[config.mk]
export PLATFORM = sky130hd
export DESIGN_NAME = ratio_to_question_mark_core_flat
export DESIGN_NICKNAME = d
export VERILOG_FILES = /design/src/sv/rtqm_pkg.sv /design/src/sv/rtqm_if.sv /design/src/sv/ratio_to_question_mark_core.sv /design/src/flat_wrapper.sv
export SDC_FILE = /design/constraint.sdc
export NUM_CORES = 2
export LEC_CHECK = 0
export ABC_CLOCK_PERIOD_IN_PS = 17300
export BUFFER_PORTS_ARGS = -buffer_cell sky130_fd_sc_hd__buf_2
export CAP_MARGIN = 0
export CORE_UTILIZATION = 45
export CTS_BUF_LIST = sky130_fd_sc_hd__clkbuf_2 sky130_fd_sc_hd__clkbuf_4 sky130_fd_sc_hd__clkbuf_8
export DETAILED_ROUTE_END_ITERATION = 10
export PLACE_DENSITY = 0.66
export RECOVER_POWER = 25
export SLEW_MARGIN = 20
export SYNTH_ARGS = -nofsm -noshare
export SYNTH_HDL_FRONTEND = slang
export SYNTH_SLANG_ARGS = --single-unit
[constraint.sdc]
create_clock -name clk_i -period 17.3 [get_ports clk_i]
set_clock_uncertainty 0.1 [all_clocks]
set_input_delay 1.73 -clock clk_i [delete_from_list [all_inputs] [get_ports clk_i]]
set_output_delay 1.73 -clock clk_i [all_outputs]
set_load 0.03 [all_outputs]
[src/sv/rtqm_pkg.sv]
// ============================================================================
// rtqm_pkg: shared widths and constants for the ratio-to-question-mark core
// Field widths of the channels and the fixed constants of the datapath.
// ============================================================================
package rtqm_pkg;

  // Width of numerator, denominator, integer part and cutoff
  localparam int unsigned DATA_W = 31;
  // Width of the fixed-point fraction (value is f / 2^FRAC_W)
  localparam int unsigned FRAC_W = 32;
  // Width of the term count field
  localparam int unsigned CNT_W = 6;
  // Number of iterations of the restoring divider
  localparam int unsigned DIV_STEPS = DATA_W;
  // Cutoff value after reset
  localparam logic [DATA_W-1:0] CUTOFF_RESET = 31'h7fff_ffff;

endpackage

[src/sv/rtqm_if.sv]
// ============================================================================
// rtqm_if: valid/ready channels of the ratio-to-question-mark core
// Input ratio channel, result channel and cutoff write channel.
// ============================================================================
interface rtqm_in_if;
  logic                        valid;
  logic                        ready;
  logic [rtqm_pkg::DATA_W-1:0] numerator;
  logic [rtqm_pkg::DATA_W-1:0] denominator;

  modport source (output valid, numerator, denominator, input ready);
  modport sink   (input valid, numerator, denominator, output ready);
endinterface

interface rtqm_out_if;
  logic                        valid;
  logic                        ready;
  logic [rtqm_pkg::DATA_W-1:0] integer_part;
  logic [rtqm_pkg::FRAC_W-1:0] question_mark_fraction;
  logic [rtqm_pkg::CNT_W-1:0]  term_count;
  logic                        divide_error;

  modport source (output valid, integer_part, question_mark_fraction, term_count,
                  divide_error, input ready);
  modport sink   (input valid, integer_part, question_mark_fraction, term_count,
                  divide_error, output ready);
endinterface

interface rtqm_cfg_if;
  logic                        valid;
  logic                        ready;
  logic [rtqm_pkg::DATA_W-1:0] cutoff;

  modport source (output valid, cutoff, input ready);
  modport sink   (input valid, cutoff, output ready);
endinterface

[src/sv/ratio_to_question_mark_core.sv]
// ============================================================================
// ratio_to_question_mark_core: ratio to Minkowski question mark value
// Integer part of numerator/denominator and ?(x) of the fractional part as
// 32-bit fixed point, built from a continued-fraction expansion.
// ============================================================================
// Usage:
//   in_i  : one transaction carries numerator and denominator. in_i.ready is
//           high only while the core is idle; it works on one ratio at a time.
//   out_o : one result transaction per input transaction, in order. The
//           result sits in an output register, so the next ratio is taken
//           while the previous result waits for out_o.ready.
//   cfg_i : writes the cutoff register; always ready. Write it while idle.
// Sequence: a zero denominator goes straight to the hand-over. Otherwise an
//   integer division, then per continued-fraction term a division in the
//   shared restoring divider, a cutoff multiply and a check; then up to
//   three trailing terms are placed and the result is handed over. The
//   single shared divider does the integer and the term divisions.
// Reset: clears the sequencer and the output valid, sets cutoff to 0x7fffffff.
// Stall: a result not taken holds out_o; a finished ratio waits in the core
//   until the output register frees, and in_i.ready stays low meanwhile.
// ============================================================================
module ratio_to_question_mark_core #(
  parameter int unsigned MAX_TERMS = 32
) (
  input  logic        clk_i,
  input  logic        rst_ni,
  rtqm_cfg_if.sink    cfg_i,
  rtqm_in_if.sink     in_i,
  rtqm_out_if.source  out_o
);

  localparam int unsigned DW   = rtqm_pkg::DATA_W;
  localparam int unsigned FW   = rtqm_pkg::FRAC_W;
  localparam int unsigned TW   = FW;                         // term value width
  localparam int unsigned PW   = DW + TW;                    // product width
  localparam int unsigned IW   = $clog2(MAX_TERMS);          // term index width
  localparam int unsigned CW   = $clog2(MAX_TERMS + 1);      // count width
  localparam int unsigned DCW  = $clog2(rtqm_pkg::DIV_STEPS);
  localparam int unsigned POSW = $clog2(FW + 1) + 1;         // bit position width
  localparam int unsigned SHW  = $clog2(FW);

  typedef enum logic [2:0] {
    S_IDLE,
    S_DIV,
    S_POST,
    S_CHECK,
    S_TAIL,
    S_DONE
  } state_e;

  // Control state
  state_e            state_q, state_d;
  logic              out_valid_q, out_valid_d;
  logic [DW-1:0]     cutoff_q, cutoff_d;
  logic [DCW-1:0]    dcnt_q, dcnt_d;
  logic [IW-1:0]     idx_q, idx_d;
  logic [1:0]        tcnt_q, tcnt_d;
  logic              odd_q, odd_d;
  logic              first_q, first_d;
  logic              is_int_q, is_int_d;
  logic [POSW-1:0]   pos_q, pos_d;
  logic [CW-1:0]     cnt_q, cnt_d;

  // Datapath
  logic [DW-1:0]     quot_q, quot_d;
  logic [DW-1:0]     prem_q, prem_d;
  logic [DW-1:0]     dsor_q, dsor_d;
  logic [PW-1:0]     prod_q, prod_d;
  logic [TW-1:0]     pend_q, pend_d;
  logic [TW-1:0]     tail_q [3];
  logic [TW-1:0]     tail_d [3];
  logic [DW-1:0]     ip_q, ip_d;
  logic [FW-1:0]     frac_q, frac_d;
  logic              err_q, err_d;
  logic [DW-1:0]     out_ip_q, out_ip_d;
  logic [FW-1:0]     out_frac_q, out_frac_d;
  logic [CW-1:0]     out_cnt_q, out_cnt_d;
  logic              out_err_q, out_err_d;

  // Combinational helpers
  logic [DW-1:0]     cut_w;
  logic [DW+1:0]     trial;
  logic              trial_ge;
  logic [DW:0]       rem_p1;
  logic [TW-1:0]     m_w;
  logic              clamp;
  logic              emit_en;
  logic [TW-1:0]     emit_val;
  logic [TW-1:0]     run_len;
  logic [POSW-1:0]   pos_sum;
  logic [POSW-1:0]   pos_end;
  logic [CW+rtqm_pkg::CNT_W-1:0] cnt_wide;

  // Ones from bit position x (MSB first) down to bit 0; empty at FW
  function automatic logic [FW-1:0] ones_from(input logic [POSW-1:0] x);
    logic [FW-1:0] r;
    if (x >= POSW'(FW)) begin
      r = '0;
    end else begin
      r = {FW{1'b1}} >> x[SHW-1:0];
    end
    return r;
  endfunction

  assign cut_w    = (cutoff_q == '0) ? DW'(1) : cutoff_q;
  assign trial    = {1'b0, prem_q, quot_q[DW-1]} - {2'b00, dsor_q};
  assign trial_ge = ~trial[DW+1];
  assign rem_p1   = {1'b0, prem_q} + (DW+1)'(1);
  assign m_w      = TW'(quot_q);
  // remainder clamps when floor(d / cut) > rem, i.e. (rem + 1) * cut <= d
  assign clamp    = (prod_q <= PW'(dsor_q));

  // Run length of the term being placed; the first term is one less
  assign run_len  = first_q ? (emit_val - TW'(1)) : emit_val;
  assign pos_sum  = pos_q + POSW'(run_len[SHW-1:0]);
  assign pos_end  = ((|run_len[TW-1:SHW]) || (pos_sum >= POSW'(FW))) ? POSW'(FW) : pos_sum;

  assign in_i.ready  = (state_q == S_IDLE);
  assign cfg_i.ready = 1'b1;

  // Sequencer and datapath next state
  always_comb begin
    state_d     = state_q;
    out_valid_d = out_valid_q & ~out_o.ready;
    cutoff_d    = cfg_i.valid ? cfg_i.cutoff : cutoff_q;
    dcnt_d      = dcnt_q;
    idx_d       = idx_q;
    tcnt_d      = tcnt_q;
    odd_d       = odd_q;
    first_d     = first_q;
    is_int_d    = is_int_q;
    pos_d       = pos_q;
    cnt_d       = cnt_q;
    quot_d      = quot_q;
    prem_d      = prem_q;
    dsor_d      = dsor_q;
    prod_d      = prod_q;
    pend_d      = pend_q;
    tail_d      = tail_q;
    ip_d        = ip_q;
    frac_d      = frac_q;
    err_d       = err_q;
    out_ip_d    = out_ip_q;
    out_frac_d  = out_frac_q;
    out_cnt_d   = out_cnt_q;
    out_err_d   = out_err_q;
    emit_en     = 1'b0;
    emit_val    = pend_q;

    case (state_q)
      // Take a ratio and start the integer division
      S_IDLE: begin
        if (in_i.valid) begin
          ip_d     = '0;
          frac_d   = '0;
          cnt_d    = '0;
          pos_d    = '0;
          odd_d    = 1'b0;
          first_d  = 1'b1;
          idx_d    = '0;
          tcnt_d   = '0;
          err_d    = (in_i.denominator == '0);
          quot_d   = in_i.numerator;
          dsor_d   = in_i.denominator;
          prem_d   = '0;
          dcnt_d   = '0;
          is_int_d = 1'b1;
          state_d  = (in_i.denominator == '0) ? S_DONE : S_DIV;
        end
      end

      // One restoring division step per cycle
      S_DIV: begin
        prem_d = trial_ge ? trial[DW-1:0] : {prem_q[DW-2:0], quot_q[DW-1]};
        quot_d = {quot_q[DW-2:0], trial_ge};
        dcnt_d = dcnt_q + DCW'(1);
        if (dcnt_q == DCW'(rtqm_pkg::DIV_STEPS - 1)) begin
          state_d = S_POST;
        end
      end

      // Take the quotient: integer part, or one continued-fraction term
      S_POST: begin
        if (is_int_q) begin
          ip_d = quot_q;
          if (prem_q == '0) begin
            state_d = S_DONE;
          end else begin
            quot_d   = dsor_q;
            dsor_d   = prem_q;
            prem_d   = '0;
            dcnt_d   = '0;
            is_int_d = 1'b0;
            state_d  = S_DIV;
          end
        end else begin
          prod_d  = rem_p1 * cut_w;
          state_d = S_CHECK;
        end
      end

      // Apply the cutoff rule and decide how the expansion ends
      S_CHECK: begin
        if (clamp && (quot_q == DW'(1))) begin
          if (idx_q == '0) begin
            // leading term of one folds into the integer part
            ip_d    = ip_q + DW'(1);
            state_d = S_DONE;
          end else if (!idx_q[0]) begin
            tail_d[0] = pend_q + TW'(1);
            tcnt_d    = 2'd1;
            state_d   = S_TAIL;
          end else begin
            tail_d[0] = pend_q;
            tail_d[1] = TW'(1);
            tcnt_d    = 2'd2;
            state_d   = S_TAIL;
          end
        end else if (clamp || (prem_q == '0)) begin
          if (!idx_q[0]) begin
            // pad to even length: last term less one, then a one
            if (idx_q == '0) begin
              tail_d[0] = m_w - TW'(1);
              tail_d[1] = TW'(1);
              tcnt_d    = 2'd2;
            end else begin
              tail_d[0] = pend_q;
              tail_d[1] = m_w - TW'(1);
              tail_d[2] = TW'(1);
              tcnt_d    = 2'd3;
            end
          end else begin
            tail_d[0] = pend_q;
            tail_d[1] = m_w;
            tcnt_d    = 2'd2;
          end
          state_d = S_TAIL;
        end else if (idx_q == IW'(MAX_TERMS - 1)) begin
          // expansion cut short: no padding
          tail_d[0] = pend_q;
          tail_d[1] = m_w;
          tcnt_d    = 2'd2;
          state_d   = S_TAIL;
        end else begin
          // place the held term, hold this one, divide again
          emit_en  = (idx_q != '0);
          emit_val = pend_q;
          pend_d   = m_w;
          idx_d    = idx_q + IW'(1);
          quot_d   = dsor_q;
          dsor_d   = prem_q;
          prem_d   = '0;
          dcnt_d   = '0;
          state_d  = S_DIV;
        end
      end

      // Place the trailing terms one per cycle
      S_TAIL: begin
        if (tcnt_q == 2'd0) begin
          state_d = S_DONE;
        end else begin
          emit_en   = 1'b1;
          emit_val  = tail_q[0];
          tail_d[0] = tail_q[1];
          tail_d[1] = tail_q[2];
          tcnt_d    = tcnt_q - 2'd1;
        end
      end

      // Hand the result to the output register once it is free
      S_DONE: begin
        if (!out_valid_q || out_o.ready) begin
          out_ip_d    = ip_q;
          out_frac_d  = frac_q;
          out_cnt_d   = cnt_q;
          out_err_d   = err_q;
          out_valid_d = 1'b1;
          state_d     = S_IDLE;
        end
      end

      default: begin
        state_d = S_IDLE;
      end
    endcase

    // Turn one term into a run of bits; odd terms are runs of ones
    if (emit_en) begin
      if (odd_q) begin
        frac_d = frac_q | (ones_from(pos_q) & ~ones_from(pos_end));
      end
      pos_d   = pos_end;
      odd_d   = ~odd_q;
      first_d = 1'b0;
      cnt_d   = (cnt_q == CW'(MAX_TERMS)) ? cnt_q : cnt_q + CW'(1);
    end
  end

  // Control registers
  always_ff @(posedge clk_i or negedge rst_ni) begin
    if (!rst_ni) begin
      state_q     <= S_IDLE;
      out_valid_q <= 1'b0;
      cutoff_q    <= rtqm_pkg::CUTOFF_RESET;
      dcnt_q      <= '0;
      idx_q       <= '0;
      tcnt_q      <= '0;
      odd_q       <= 1'b0;
      first_q     <= 1'b1;
      is_int_q    <= 1'b0;
      pos_q       <= '0;
      cnt_q       <= '0;
    end else begin
      state_q     <= state_d;
      out_valid_q <= out_valid_d;
      cutoff_q    <= cutoff_d;
      dcnt_q      <= dcnt_d;
      idx_q       <= idx_d;
      tcnt_q      <= tcnt_d;
      odd_q       <= odd_d;
      first_q     <= first_d;
      is_int_q    <= is_int_d;
      pos_q       <= pos_d;
      cnt_q       <= cnt_d;
    end
  end

  // Payload registers
  always_ff @(posedge clk_i) begin
    quot_q     <= quot_d;
    prem_q     <= prem_d;
    dsor_q     <= dsor_d;
    prod_q     <= prod_d;
    pend_q     <= pend_d;
    tail_q     <= tail_d;
    ip_q       <= ip_d;
    frac_q     <= frac_d;
    err_q      <= err_d;
    out_ip_q   <= out_ip_d;
    out_frac_q <= out_frac_d;
    out_cnt_q  <= out_cnt_d;
    out_err_q  <= out_err_d;
  end

  // Drive the result channel; the count keeps its low six bits
  assign cnt_wide                     = (CW + rtqm_pkg::CNT_W)'(out_cnt_q);
  assign out_o.valid                  = out_valid_q;
  assign out_o.integer_part           = out_ip_q;
  assign out_o.question_mark_fraction = out_frac_q;
  assign out_o.term_count             = cnt_wide[rtqm_pkg::CNT_W-1:0];
  assign out_o.divide_error           = out_err_q;

endmodule
[src/flat_wrapper.sv]
// flat-port wrapper written by rule: the top's interface ports become plain ports
module ratio_to_question_mark_core_flat 
#(
  parameter int unsigned MAX_TERMS = 32
)
  (clk_i, rst_ni, cfg_i_valid, cfg_i_cutoff, cfg_i_ready, in_i_valid, in_i_numerator, in_i_denominator, in_i_ready, out_o_valid, out_o_integer_part, out_o_question_mark_fraction, out_o_term_count, out_o_divide_error, out_o_ready);
  rtqm_cfg_if cfg_i_i ();
  rtqm_in_if in_i_i ();
  rtqm_out_if out_o_i ();
  input  logic clk_i;
  input  logic rst_ni;
  input wire logic [$bits(cfg_i_i.valid)-1:0] cfg_i_valid;
  input wire logic [$bits(cfg_i_i.cutoff)-1:0] cfg_i_cutoff;
  output wire logic [$bits(cfg_i_i.ready)-1:0] cfg_i_ready;
  input wire logic [$bits(in_i_i.valid)-1:0] in_i_valid;
  input wire logic [$bits(in_i_i.numerator)-1:0] in_i_numerator;
  input wire logic [$bits(in_i_i.denominator)-1:0] in_i_denominator;
  output wire logic [$bits(in_i_i.ready)-1:0] in_i_ready;
  output wire logic [$bits(out_o_i.valid)-1:0] out_o_valid;
  output wire logic [$bits(out_o_i.integer_part)-1:0] out_o_integer_part;
  output wire logic [$bits(out_o_i.question_mark_fraction)-1:0] out_o_question_mark_fraction;
  output wire logic [$bits(out_o_i.term_count)-1:0] out_o_term_count;
  output wire logic [$bits(out_o_i.divide_error)-1:0] out_o_divide_error;
  input wire logic [$bits(out_o_i.ready)-1:0] out_o_ready;
  assign cfg_i_i.valid = cfg_i_valid;
  assign cfg_i_i.cutoff = cfg_i_cutoff;
  assign cfg_i_ready = cfg_i_i.ready;
  assign in_i_i.valid = in_i_valid;
  assign in_i_i.numerator = in_i_numerator;
  assign in_i_i.denominator = in_i_denominator;
  assign in_i_ready = in_i_i.ready;
  assign out_o_valid = out_o_i.valid;
  assign out_o_integer_part = out_o_i.integer_part;
  assign out_o_question_mark_fraction = out_o_i.question_mark_fraction;
  assign out_o_term_count = out_o_i.term_count;
  assign out_o_divide_error = out_o_i.divide_error;
  assign out_o_i.ready = out_o_ready;
  ratio_to_question_mark_core #(.MAX_TERMS(MAX_TERMS)) u_core (.clk_i(clk_i), .rst_ni(rst_ni), .cfg_i(cfg_i_i), .in_i(in_i_i), .out_o(out_o_i));
endmodule
==> results.toml <==
[cts]
clk_path_buf_depth = 3
root_buffer = "clkbuf_8"
cts.sinks = 448
htreeDepth = 3
cts_made_buffers = 77
cts_resized = 0
post_cts_buffers = 0
cts_tree = "done"
ctsHoldBuffers = 0
insertion_delay_ps = 760
clk_pin_slew_ps = 60

[yosys]
synth.distinct_cells = 90
ys_ff_latch = 448
ys_seq_area_share_pct = 22.83
synth_fp_nets = 7219
synth_edf_count = 353
syn_inst = 5915
synth_area_um2 = 56320
ys.flop_type = "edfxtp_1"
synth_common_cells = "871 x inv_1, 868 x fa_1, 777 x nand2_1"
yosysMostFrequentCell = "inv_1"
synth_top_area_cell = "fa_1"
synth_top_area_share_pct = 30.86
synth_area_leaders = "fa_1 31%, edfxtp_1 19%, ha_1 7.5%, inv_1 5.8%, and2_1 5.7%"
avgSynthCellArea_um2 = 9.521
synthArstFlopShare_pct = 14.06
ys_warn_count = 0

[placement]
gp_congestion = 0.9650
port-buffer-count = 169
dp_hpwl_um = 121300

[die]
fp.dieW_um = 355.8
die_area_um2 = 126600
start_util_pct = 45.43
die_y_um = 355.8
core_area_um2 = 124000
rows = 129
io_pins = 171

[setup_path]
r2r_setup_slack_ps = 7100
cp.arrival_ps = 10690
path_class = "reg2reg"
endpoint_kind = "flop"
reg2reg_depth = 29
critPathMaxStageDelay_ps = 690
regToRegEndpoint = "u_core.prod_q[62]$_DFFE_PP_"
cp_common_cell = "fa_1"
r2r_start = "u_core.prem_q[2]$_SDFFCE_PN0P_"
cp_slowest_cell = "or4b_2"
crit_fanout = 25
required_ps = 17780
cp-start-kind = "flop"

[route]
dr.pass1.iters = 11
ant_nets = 0
first_iter_violations = 3514
wl_um = 160700
vias = 42770
post_drt_wl_per_cell_um = 21.21
via_per_inst = 5.645
drc = 18

[grt]
grt_max_degree = 98
grt_pass1_wl_um = 253000
antenna_found_initial = 5
grt_overflow = 0
grt_pass1_vias = 44590
grt_use_total_pct = 25.73

[final_layout]
final_layout_size_suffix_gt1_share_pct = 8.440
syn2layout_area_growth_pct = 7.116
nets = 7177

[sta]
maxSlewHeadroom_pct = -169.7
hold_viol_final = 0
slew_viol_final = 208
grt_setup_unrepaired = "false"
period_minus_slack_ps = 10200
tns_ps = 0
min_period_over_period_pct = 58.99
worst_slew_pin_slew_ps = 4046
setup_viol_count_final = 0
fmax_ghz = 0.09799

[run_status]
status = "finished with violations"
violations = "DRC, capacitance limit, slew limit"

[hold_path]
min_to = "u_core.out_o.question_mark_fraction[27]$_DFFE_PP_"
hp-start = "u_core.frac_q[27]$_DFF_P_"
hold_depth = 0
hold_class = "reg2reg"

[job]
max_cap_viol_count = 4
[worst max-delay path, delay by kind of cell, from the launching register on]
family | cells | cell delay, ps
simple gates | 11 | 2720
fa+ha+maj | 9 | 4250
mux | 1 | 370
buf+inv | 3 | 520
xor+xnor | 1 | 470
flops | 1 | 580
compound gates | 4 | 1070
[worst max-delay path by stage]
stage,to,startpoint,slack (ps)
2_1_floorplan,u_core.prod_q[61]$_DFFE_PP_,u_core.prem_q[2]$_SDFFCE_PN0P_,8300
3_3_place_gp,u_core.prod_q[62]$_DFFE_PP_,u_core.prem_q[2]$_SDFFCE_PN0P_,7230
3_5_place_dp,u_core.prod_q[62]$_DFFE_PP_,u_core.prem_q[2]$_SDFFCE_PN0P_,7160
4_1_cts,u_core.prod_q[62]$_DFFE_PP_,u_core.prem_q[2]$_SDFFCE_PN0P_,7150
5_1_grt,u_core.prod_q[55]$_DFFE_PP_,u_core.prem_q[2]$_SDFFCE_PN0P_,6540
6_report,u_core.prod_q[62]$_DFFE_PP_,u_core.prem_q[2]$_SDFFCE_PN0P_,7100
[per-stage QoR]
stage / instances / hold WS (ps) / util, % / area, um2 / worst slack, ps
final: 7576 / 300.1 / 48.66 / 60320 / 7095
after global routing: 7576 / 308.6 / 48.66 / 60320 / 6539
after CTS: 7572 / 309.9 / 48.64 / 60300 / 7152
after global placement: 7430 / 315.3 / 47.31 / 58640 / 7233
after floorplan: 5915 / 300.3 / - / 56320 / 8305
after detailed placement: 7430 / 317.5 / 47.31 / 58640 / 7156
[cell usage in the layout, fill, tap and decap left out, types with 19 or more instances in the layout]
| cell type | n |
|---|---|
| o211ai_1 | 25 |
| dfxtp_1 | 32 |
| nor2_1 | 230 |
| a21o_1 | 66 |
| fa_1 | 868 |
| buf_4 | 58 |
| clkbuf_8 | 78 |
| nand3_1 | 82 |
| edfxtp_1 | 353 |
| xnor2_1 | 83 |
| dfstp_2 | 32 |
| a22oi_1 | 40 |
| nor4_1 | 54 |
| nor3_1 | 72 |
| a21oi_1 | 221 |
| nand4_1 | 49 |
| buf_2 | 167 |
| and3_1 | 38 |
| nor2b_1 | 74 |
| o31ai_1 | 22 |
| a211oi_1 | 41 |
| or3_1 | 21 |
| dfrtp_1 | 30 |
| a31oi_1 | 21 |
| nand2_1 | 777 |
| and2_1 | 517 |
| o21ai_0 | 180 |
| ha_1 | 338 |
| mux2_2 | 36 |
| xor2_1 | 73 |
| inv_1 | 871 |
| o21a_1 | 19 |
| mux2i_1 | 33 |
[registers in the layout (all words and copies together) (netlist names), 7 cells and up]
name	flops
u_core.prod_q	63
u_core.cutoff_q	31
u_core.prem_q	31
u_core.ip_q	31
u_core.out_o.question_mark_fraction	32
u_core.pend_q	31
u_core.out_o.integer_part	31
u_core.dsor_q	31
u_core.tail_q	64
u_core.quot_q	31
u_core.pos_q	7
u_core.frac_q	32
[cell type report]
type	instances	area, um2
clock buffer	95	1201
multi-input combinational	4243	39160
sequential	448	12860
inverter	873	3277
clock inverter	47	450.4
timing repair buffer	230	1314
antenna	3	7.507
fill	11520	63640
tap	1637	2048
[cells by family (layout without fill, tap and decap cells)]
kind of cell             after synthesis  in the layout  synth area share [%]
flip-flops                           448            448                 22.83
other                                  1              4              0.006659
AND/OR/NAND/NOR                     2005           2005                 17.69
multiplexers                          70             70                 1.326
AO/OA/AOI/OAI                        776            776                 8.703
buffers and inverters               1224           1245                 8.196
XOR/XNOR                             185            185                 2.877
adder cells (fa/ha/maj)             1206           1206                 38.37
[routing by layer]
metal / track usage (%) / up-vias / share of wire, %
met5: 0 / - / 0
met4: 10.05 / 0 / 3.9
met3: 3.575 / 355 / 7.0
met2: 43.21 / 1653 / 49
met1: 33.63 / 21790 / 41
li1: - / 18970 / -
Power is left out: the tool's default activity adds up to more than one toggle a clock period on the data nets, which glitch-free logic cannot reach.
